$ cat src/sv/sorted_priority_queue_assert.svh
// Assertion macros used by the sorted priority queue top level.
`ifndef SORTED_PRIORITY_QUEUE_ASSERT_SVH
`define SORTED_PRIORITY_QUEUE_ASSERT_SVH

// Same-cycle implication, checked out of reset.
`define SPQ_ASSERT_NOW(label, ante, cons) \
    label: assert property (@(posedge clk) disable iff (!rst_n) (ante) |-> (cons)) \
        else $error("sorted priority queue check failed");

// Next-cycle implication, checked out of reset.
`define SPQ_ASSERT_NEXT(label, ante, cons) \
    label: assert property (@(posedge clk) disable iff (!rst_n) (ante) |=> (cons)) \
        else $error("sorted priority queue check failed");

`endif

$ cat src/sv/spq_pkg.sv
// Package for the sorted priority queue: request, result and control types.
package spq_pkg;

    typedef enum logic [1:0] {
        STATUS_OK        = 2'd0,
        STATUS_FULL      = 2'd1,
        STATUS_EMPTY     = 2'd2,
        STATUS_RESERVED  = 2'd3
    } status_t;

    typedef enum logic {
        MODE_ENQUEUE = 1'b0,
        MODE_DEQUEUE = 1'b1
    } mode_t;

    typedef struct packed {
        mode_t      mode;
        logic [7:0] new_priority;
        logic [7:0] new_symbol;
    } req_t;

    typedef struct packed {
        logic [7:0] out_priority;
        logic [7:0] out_symbol;
        logic [4:0] entry_count;
        logic       is_empty;
        logic       is_full;
        status_t    status;
    } rsp_t;

    // Operation broadcast to every cell of the chain.
    typedef struct packed {
        logic enq;
        logic deq;
    } cell_ctl_t;

    localparam int CAP_BITS = 5;

endpackage

$ cat src/sv/sorted_priority_queue.sv
// Sorted priority queue top level: a chain of entry cells with a count and result register.
// Takes one request on every clock (busy stays low) and reports its result in the next cycle
// with a one-cycle done pulse. Each cell compares its own entry with the new priority and
// shifts with its neighbours, so insert and removal cost the same whatever the fill level.
// Entries of equal priority leave in arrival order; cfg_data sets the capacity (0 counts as 1).
module sorted_priority_queue #(
    parameter int DEPTH     = 16,
    parameter int PRIO_BITS = 8
) (
    input  logic                               clk,
    input  logic                               rst_n,
    input  logic                               start,
    output logic                               busy,
    input  spq_pkg::req_t                      cmd,
    output logic                               done,
    output spq_pkg::rsp_t                      result,
    input  logic                               cfg_valid,
    output logic                               cfg_ready,
    input  logic [spq_pkg::CAP_BITS-1:0]       cfg_data
);
    import spq_pkg::*;
    `include "sorted_priority_queue_assert.svh"

    localparam int CW   = $clog2(DEPTH + 1);
    localparam int CMPW = (CW > CAP_BITS) ? CW : CAP_BITS;
    localparam int PW   = PRIO_BITS;

    logic [CAP_BITS-1:0] cap_reg;
    logic [CW-1:0]       count_reg, count_next;
    logic                done_reg;
    rsp_t                result_reg, result_next;

    logic [CMPW-1:0] cap_w, count_w, count_next_w, eff_cap;
    logic            accept, enq_ok, deq_ok;
    cell_ctl_t       ctl;

    logic [PW+7:0]   np_wide;
    logic [PW-1:0]   np;
    logic [PW+7:0]   head_wide;
    logic [CMPW+4:0] count_out_wide;

    logic [PW-1:0] cell_prio [DEPTH];
    logic [7:0]    cell_sym  [DEPTH];
    logic          cell_gt   [DEPTH];

    assign busy      = 1'b0;
    assign cfg_ready = 1'b1;
    assign accept    = start && !busy;

    assign np_wide = {{PW{1'b0}}, cmd.new_priority};
    assign np      = np_wide[PW-1:0];

    assign cap_w   = CMPW'(cap_reg);
    assign count_w = CMPW'(count_reg);
    always_comb
    begin
        if (cap_w == '0)
            eff_cap = CMPW'(1);
        else if (cap_w > CMPW'(DEPTH))
            eff_cap = CMPW'(DEPTH);
        else
            eff_cap = cap_w;
    end

    assign enq_ok  = accept && (cmd.mode == MODE_ENQUEUE) && (count_w < eff_cap);
    assign deq_ok  = accept && (cmd.mode == MODE_DEQUEUE) && (count_reg != '0);
    assign ctl     = {enq_ok, deq_ok};

    always_comb
    begin
        count_next = count_reg;
        if (enq_ok)
            count_next = count_reg + CW'(1);
        else if (deq_ok)
            count_next = count_reg - CW'(1);
    end
    assign count_next_w = CMPW'(count_next);

    genvar i;
    generate
        for (i = 0; i < DEPTH; i++)
        begin : g_cell
            localparam int L = (i == 0) ? 0 : i - 1;
            localparam int R = (i == DEPTH - 1) ? i : i + 1;
            spq_cell #(
                .PW(PW)
            ) u_cell (
                .clk        (clk),
                .ctl        (ctl),
                .occ        (CW'(i) < count_reg),
                .new_prio   (np),
                .new_sym    (cmd.new_symbol),
                .left_prio  (cell_prio[L]),
                .left_sym   (cell_sym[L]),
                .left_gt    ((i == 0) ? 1'b0 : cell_gt[L]),
                .right_prio (cell_prio[R]),
                .right_sym  (cell_sym[R]),
                .prio       (cell_prio[i]),
                .sym        (cell_sym[i]),
                .gt         (cell_gt[i])
            );
        end
    endgenerate

    assign head_wide      = {8'b0, cell_prio[0]};
    assign count_out_wide = {5'b0, count_next_w};

    always_comb
    begin
        result_next              = '0;
        result_next.entry_count  = count_out_wide[4:0];
        result_next.is_empty     = (count_next == '0);
        result_next.is_full      = (count_next_w >= eff_cap);
        result_next.status       = STATUS_OK;
        if (deq_ok)
        begin
            result_next.out_priority = head_wide[7:0];
            result_next.out_symbol   = cell_sym[0];
        end
        else if (accept && (cmd.mode == MODE_ENQUEUE) && !enq_ok)
            result_next.status = STATUS_FULL;
        else if (accept && (cmd.mode == MODE_DEQUEUE) && !deq_ok)
            result_next.status = STATUS_EMPTY;
    end

    always_ff @(posedge clk or negedge rst_n)
    begin
        if (!rst_n)
        begin
            cap_reg   <= CAP_BITS'(16);
            count_reg <= '0;
            done_reg  <= 1'b0;
        end
        else
        begin
            if (cfg_valid && cfg_ready)
                cap_reg <= cfg_data;
            count_reg <= count_next;
            done_reg  <= accept;
        end
    end

    always_ff @(posedge clk)
    begin
        if (accept)
            result_reg <= result_next;
    end

    assign done   = done_reg;
    assign result = result_reg;

    `SPQ_ASSERT_NEXT(a_done_follows_request, accept, done)
    `SPQ_ASSERT_NOW(a_count_bounded, 1'b1, count_w <= CMPW'(DEPTH))
    `SPQ_ASSERT_NEXT(a_refused_keeps_count, accept && !enq_ok && !deq_ok, $stable(count_reg))
    `SPQ_ASSERT_NOW(a_head_sorted, count_reg >= CW'(2), cell_prio[0] <= cell_prio[1])

endmodule

$ cat src/sv/spq_cell.sv
// One cell of the sorted chain: holds one entry and shifts with its neighbours.
module spq_cell #(
    parameter int PW = 8
) (
    input  logic              clk,
    input  spq_pkg::cell_ctl_t ctl,
    input  logic              occ,
    input  logic [PW-1:0]     new_prio,
    input  logic [7:0]        new_sym,
    input  logic [PW-1:0]     left_prio,
    input  logic [7:0]        left_sym,
    input  logic              left_gt,
    input  logic [PW-1:0]     right_prio,
    input  logic [7:0]        right_sym,
    output logic [PW-1:0]     prio,
    output logic [7:0]        sym,
    output logic              gt
);
    import spq_pkg::*;

    logic [PW-1:0] prio_reg, prio_next;
    logic [7:0]    sym_reg, sym_next;

    // An empty cell or one holding a larger priority lies behind the insert point.
    assign gt = !occ || (prio_reg > new_prio);

    always_comb
    begin
        prio_next = prio_reg;
        sym_next  = sym_reg;
        if (ctl.deq)
        begin
            prio_next = right_prio;
            sym_next  = right_sym;
        end
        else if (ctl.enq && gt)
        begin
            if (left_gt)
            begin
                prio_next = left_prio;
                sym_next  = left_sym;
            end
            else
            begin
                prio_next = new_prio;
                sym_next  = new_sym;
            end
        end
    end

    always_ff @(posedge clk)
    begin
        prio_reg <= prio_next;
        sym_reg  <= sym_next;
    end

    assign prio = prio_reg;
    assign sym  = sym_reg;

endmodule

$ cat config.mk
export PLATFORM = sky130hd
export DESIGN_NAME = sorted_priority_queue
export DESIGN_NICKNAME = d
export VERILOG_FILES = /design/src/sv/spq_pkg.sv /design/src/sv/sorted_priority_queue.sv /design/src/sv/spq_cell.sv
export VERILOG_INCLUDE_DIRS = /design/src /design/src/sv
export SDC_FILE = /design/constraint.sdc
export NUM_CORES = 1
export LEC_CHECK = 0
export BUFFER_PORTS_ARGS = -buffer_cell sky130_fd_sc_hd__buf_2
export CORE_UTILIZATION = 42
export CTS_CLUSTER_DIAMETER = 200
export DETAILED_ROUTE_END_ITERATION = 12
export HOLD_SLACK_MARGIN = 0.12
export PLACE_DENSITY_LB_ADDON = 0.08
export SLEW_MARGIN = 0
export SYNTH_ARGS = -nofsm -noshare
export SYNTH_HDL_FRONTEND = slang
export SYNTH_SLANG_ARGS = --single-unit
$ cat constraint.sdc
create_clock -name clk -period 4.05 [get_ports clk]
set_input_delay 0 -clock clk [delete_from_list [all_inputs] [get_ports clk]]
set_output_delay 0 -clock clk [all_outputs]
set_load 0.01 [all_outputs]
# == Word level (Yosys, flattened, before mapping) ==
# Index checks and enable logic that the tools add are counted.
# totals
output_inout_bits,28
word_cells,253
reg_bits,292
# classes
n_lt_le_gt_ge,35
reduce_logical,76
n_addsub,2
n_bitwise,2
muxes,96
# ops
operator,count
$mux 8,90
$gt 8x8->1,16
$lt 4x5->1 const A,8
$reduce_bool 2->1,15
$logic_and 1x1->1,22
$lt 3x5->1 const A,4
$mux 5,4
$logic_not 1->1,18
$logic_or 1x1->1,16
$logic_not 5->1,2
$lt 1x5->1 const A,2
$lt 2x5->1 const A,2
$add 5x1->5 const B,1
$ge 5x5->1,1
$gt 5x5->1 const B,1
$lt 5x5->1,1
$reduce_bool 5->1,1
$sub 5x1->5 const B,1
$mux 2,1
$not 1->1,2
$reduce_and 2->1,1
$reduce_or 2->1,1
$mux 1,1

# == Longest topological paths before layout ==
# logic_depth
word_depth,8
ltp_mapped,15
depth_no_buf,15

# == By module ==
# Synthesis repeated with hierarchy kept, for this count alone.
# unflattened
hier_cells,1734
area_unflattened_um2,18597.8
# by_module_without_submodules
module,cells_each,seq_area_each_um2,n_inst,area_each_um2
spq_cell,98,480.5,16,1041.0
sorted_priority_queue,166,1027.2,1,1941.9

# == Worst setup path before layout ==
# OpenSTA, ideal clock, no wires.
# synth_path
path_type,register to register
from,register cap_reg[4]
to,register g_cell[0].u_cell.prio_reg[0] (enable)
slack_ns,0.600
synth_period_minus_slack_ns,3.450
required_ns,3.639
stages_incl_launch_ff,8
arrival_ns,3.039
path_cell_list,dfstp_2 -> inv_1 -> ha_1 -> and4_1 -> or3_1 -> a211o_1 -> clkbuf_1 -> o21ai_0
# synth_via
elab_chain_cells,7
# synth_lines
element,line_no,source
from (decl),sorted_priority_queue.sv:28,logic [CAP_BITS-1:0] cap_reg;
from (signal assigned),sorted_priority_queue.sv:137,cap_reg <= cfg_data;
$gt 5x5->1,sorted_priority_queue.sv:59,else if (cap_w > CMPW'(DEPTH))
$mux 5,sorted_priority_queue.sv:59,
$mux 5 *,sorted_priority_queue.sv:57,if (cap_w == '0)
$lt 5x5->1 *,sorted_priority_queue.sv:65,assign enq_ok = accept && (cmd.mode == MODE_ENQUEUE) && (count_w < eff_cap);
$logic_and 1x1->1 *,sorted_priority_queue.sv:65,
$logic_and 1x1->1 *,spq_cell.sv:36,else if (ctl.enq && gt)
$reduce_bool 2->1 (no source line) *,-,
to (signal assigned),spq_cell.sv:53,prio_reg <= prio_next;
to (decl),spq_cell.sv:21,"logic [PW-1:0] prio_reg, prio_next;"
# Mark *: on every way between the ends. The rest lies on a longest branch, timed or not.
# A chain may end at the register's enable or synchronous reset.

==> impl_metrics.yaml <==
setup_path:
  reg2reg_depth: 14
  start_kind: "register"
  crit_fanout: 16
  path_cells: "inv_1, nand2_1, ha_1, and4_1, or3_1, a211oi_2, buf_4, a21boi_0, xnor2_1, ha_1, a21oi_1, nor2b_1, o21ai_0, nand2b_1"
  end_kind: "register"
  critical_path_arrival_ns: 3.83
  crit_slowest_cell: "dfstp_2"
  cpPeakStageDelay_ns: 0.55
  cpMostUsedCell: "ha_1"
  critPathRequiredTime_ns: 4.35
  path_class: "reg -> reg"
global_route:
  grt_max_degree: 152
  grt_usage_pct: 28.0
  overflow: 0
  grt_pass1_vias: 15200
  grt_pass1_wl_mm: 93.5
  antenna_found_initial: 0
placement:
  dp_hpwl_mm: 42.0
  gp_congestion: 0.847
  placed_area_sq_mm: 0.0191
  post-place-ws_ns: 0.566
  portBuffers: 51
timing:
  maxSlewHeadroom_pct: 6.66
  setup_slack_ns: 0.516
  worstMarginPinSlew_ns: 1.39
  slew_viol_final: 0
  period_needed_ns: 3.53
  fin_crit_sh_pct: 87.3
  finalSetupViolations: 0
  timing.fmax_mhz: 283
  tns_ns: 0
  grt_setup_unrepaired: "false"
  finClkSkew_ns: 0.0197
  hold_violations: 0
clock_network:
  clk_latency_ns: 0.55
  clockRootBuffer: "clkbuf_16"
  htree_levels: 2
  cts-buffers-inserted: 36
  tritoncts: "built"
  cts_buffer_depth: 3
  cts_setup_buffers: 0
  clock_sinks: 292
  path_clk_slew_ns: 0.06
detailed_routing:
  firstDrtPassIters: 6
  drc: 0
  ant_nets: 0
  wl_per_cell_um: 25.3
  drt-total-wl_mm: 61.7
  via_count: 15500
  drt_iter0_drc: 1787
  routed_via_density: 6.34
synthesis:
  syn-cell-area_sq_mm: 0.0181
  yosysSeqAreaShare_pct: 48.2
  synth_ff_type: "edfxtp_1"
  synth_edf_count: 281
  syn_nets: 1976
  synthDistinctLibCells: 57
  synth.avg_cell_area_sq_um: 9.99
  ys_seq_elements: 292
  yosys_warnings: 0
  synthArstFlopShare_pct: 3.77
  syn_inst: 1810
power:
  p_leak_nw: 7.71
  ir_drop_mv: 0.354
  p_total_mw: 15.6
  p_per_area_mw_per_mm2: 758
floorplanning:
  chipWidth_um: 210
  fp.dieArea_sq_mm: 0.0439
  start_util_pct: 42.8
  die_y_um: 210
  row_count: 75
  ios: 54
  coreArea_sq_mm: 0.0422
final_layout:
  fin_area_sq_mm: 0.0206
  area_growth_pct: 13.7
  layout.nets: 2043
  diodes: 0
  drive_gt1_share_pct: 12.9
  fill_cells: 3920
status:
  status: "completed"
min_path:
  hold_depth: 3
  hp-class: "in -> reg"
job:
  drv_cap: 0
[placed cells by master, fill, tap and decap left out, types with 10 or more instances in the layout]
| cell type | Yosys | routed |
|---|---|---|
| a21oi_1 | 187 | 186 |
| nand2_1 | 133 | 133 |
| nor2_1 | 164 | 164 |
| clkbuf_16 | 0 | 37 |
| nor2b_1 | 20 | 20 |
| mux2i_1 | 55 | 55 |
| buf_2 | 53 | 51 |
| dlygate4sd3_1 | 0 | 26 |
| ha_1 | 140 | 140 |
| mux2_2 | 30 | 30 |
| inv_1 | 29 | 29 |
| a21o_1 | 19 | 18 |
| and2_1 | 16 | 16 |
| o21ai_0 | 253 | 250 |
| buf_4 | 7 | 87 |
| dfrtp_1 | 10 | 10 |
| a22oi_1 | 10 | 10 |
| o21a_1 | 23 | 23 |
| edfxtp_1 | 281 | 281 |
| nand4_1 | 29 | 29 |
| o31a_1 | 11 | 11 |
| nand3_1 | 13 | 13 |
| a31oi_1 | 166 | 164 |
[cells in the mapped netlist, drive strengths merged, types with 4 or more instances]
cell type / instances / area [sq um]
a22oi: 10 / 75.1
nor2: 166 / 633
clkbuf: 71 / 267
nand2b: 8 / 50.1
mux2i: 55 / 551
o21a: 23 / 173
nand3: 13 / 65.1
a21oi: 190 / 970
dfrtp: 10 / 250
and2: 16 / 100
o211ai: 10 / 80.1
edfxtp: 281 / 8440
ha: 140 / 1750
nand2: 133 / 499
nor2b: 20 / 125
and3: 4 / 25.0
o21ai: 258 / 1290
nor3: 8 / 40.0
inv: 29 / 109
buf: 67 / 367
a21o: 19 / 143
o31ai: 10 / 134
o22ai: 4 / 25.0
a31oi: 166 / 1040
o31a: 11 / 96.3
mux2: 30 / 338
nand4: 29 / 181
[logic make-up (layout without fill, tap and decap cells)]
family | Yosys count | count (layout) | synth area share [%]
flip-flops | 292 | 292 | 48.2
adder cells (fa/ha/maj) | 140 | 140 | 9.69
multiplexers | 85 | 85 | 4.91
buffers and inverters | 167 | 255 | 4.10
AND/OR/NAND/NOR | 406 | 406 | 9.89
AO/OA/AOI/OAI | 713 | 713 | 22.9
other | 2 | 2 | 0.0415
XOR/XNOR | 5 | 5 | 0.242
[worst max-delay path: cells and delay by family, from the launching register on]
kind / cells / cell delay, ns
flops: 1 / 0.55
xor+xnor: 1 / 0.26
simple gates: 5 / 0.80
compound gates: 4 / 0.69
fa+ha+maj: 2 / 0.55
buf+inv: 2 / 0.45
[worst paths after layout]
kind                                         startpoint                        to  slack [ns]
worst max register to register               cap_reg[4]                 result[2]        0.52
worst min register to register  g_cell[1].u_cell.sym[3]   g_cell[0].u_cell.sym[3]        0.56
worst max-delay path                         cap_reg[4]                 result[2]        0.52
worst min-delay path                            cmd[12]  g_cell[0].u_cell.prio[4]        0.16
min in group asynchronous                         rst_n              count_reg[2]        0.52
max in group asynchronous                         rst_n                cap_reg[4]        3.16
[where the power goes]
part	total [mW]	leakage (nW)	switching (mW)	internal, mW
Clock	3.36	0.573	1.31	2.06
Sequential	5.58	2.81	0.717	4.86
Combinational	6.65	4.32	4.28	2.38
Total	15.6	7.71	6.30	9.30
[per-layer routing]
layer	GRT usage (%)	wire length (um)	vias up
met5	0	0	-
met4	7.85	1350	0
met3	4.19	4740	88
met2	44.2	28000	679
met1	40.0	27600	7690
li1	-	-	7001
[stage by stage]
stage	instances	hold slack [ns]	utilization, %
finish	2437	0.156	48.7
global route	2437	0.178	48.7
CTS	2437	0.155	48.7
detailed placement	2352	-0.106	45.3
global placement	2352	-0.109	45.3
floorplan	1810	-0.296	-
[layout make-up]
type / instances / area (sq um) / area share [%]
well taps: 539 / 674 / 3.28
clock buffers: 45 / 966 / 4.70
repair buffers: 167 / 1230 / 5.97
inverters: 29 / 109 / 0.529
clock inverters: 14 / 213 / 1.03
flip-flops and latches: 292 / 8710 / 42.4
multi-input cells: 1351 / 8660 / 42.1
[repair_timing]
item	in CTS	in global routing
gates resized for setup	0	0
hold buffers	26	0
endpoints found under the setup margin	0	0
hold endpoints to repair	100	0
(Power assumes the default switching activity.)
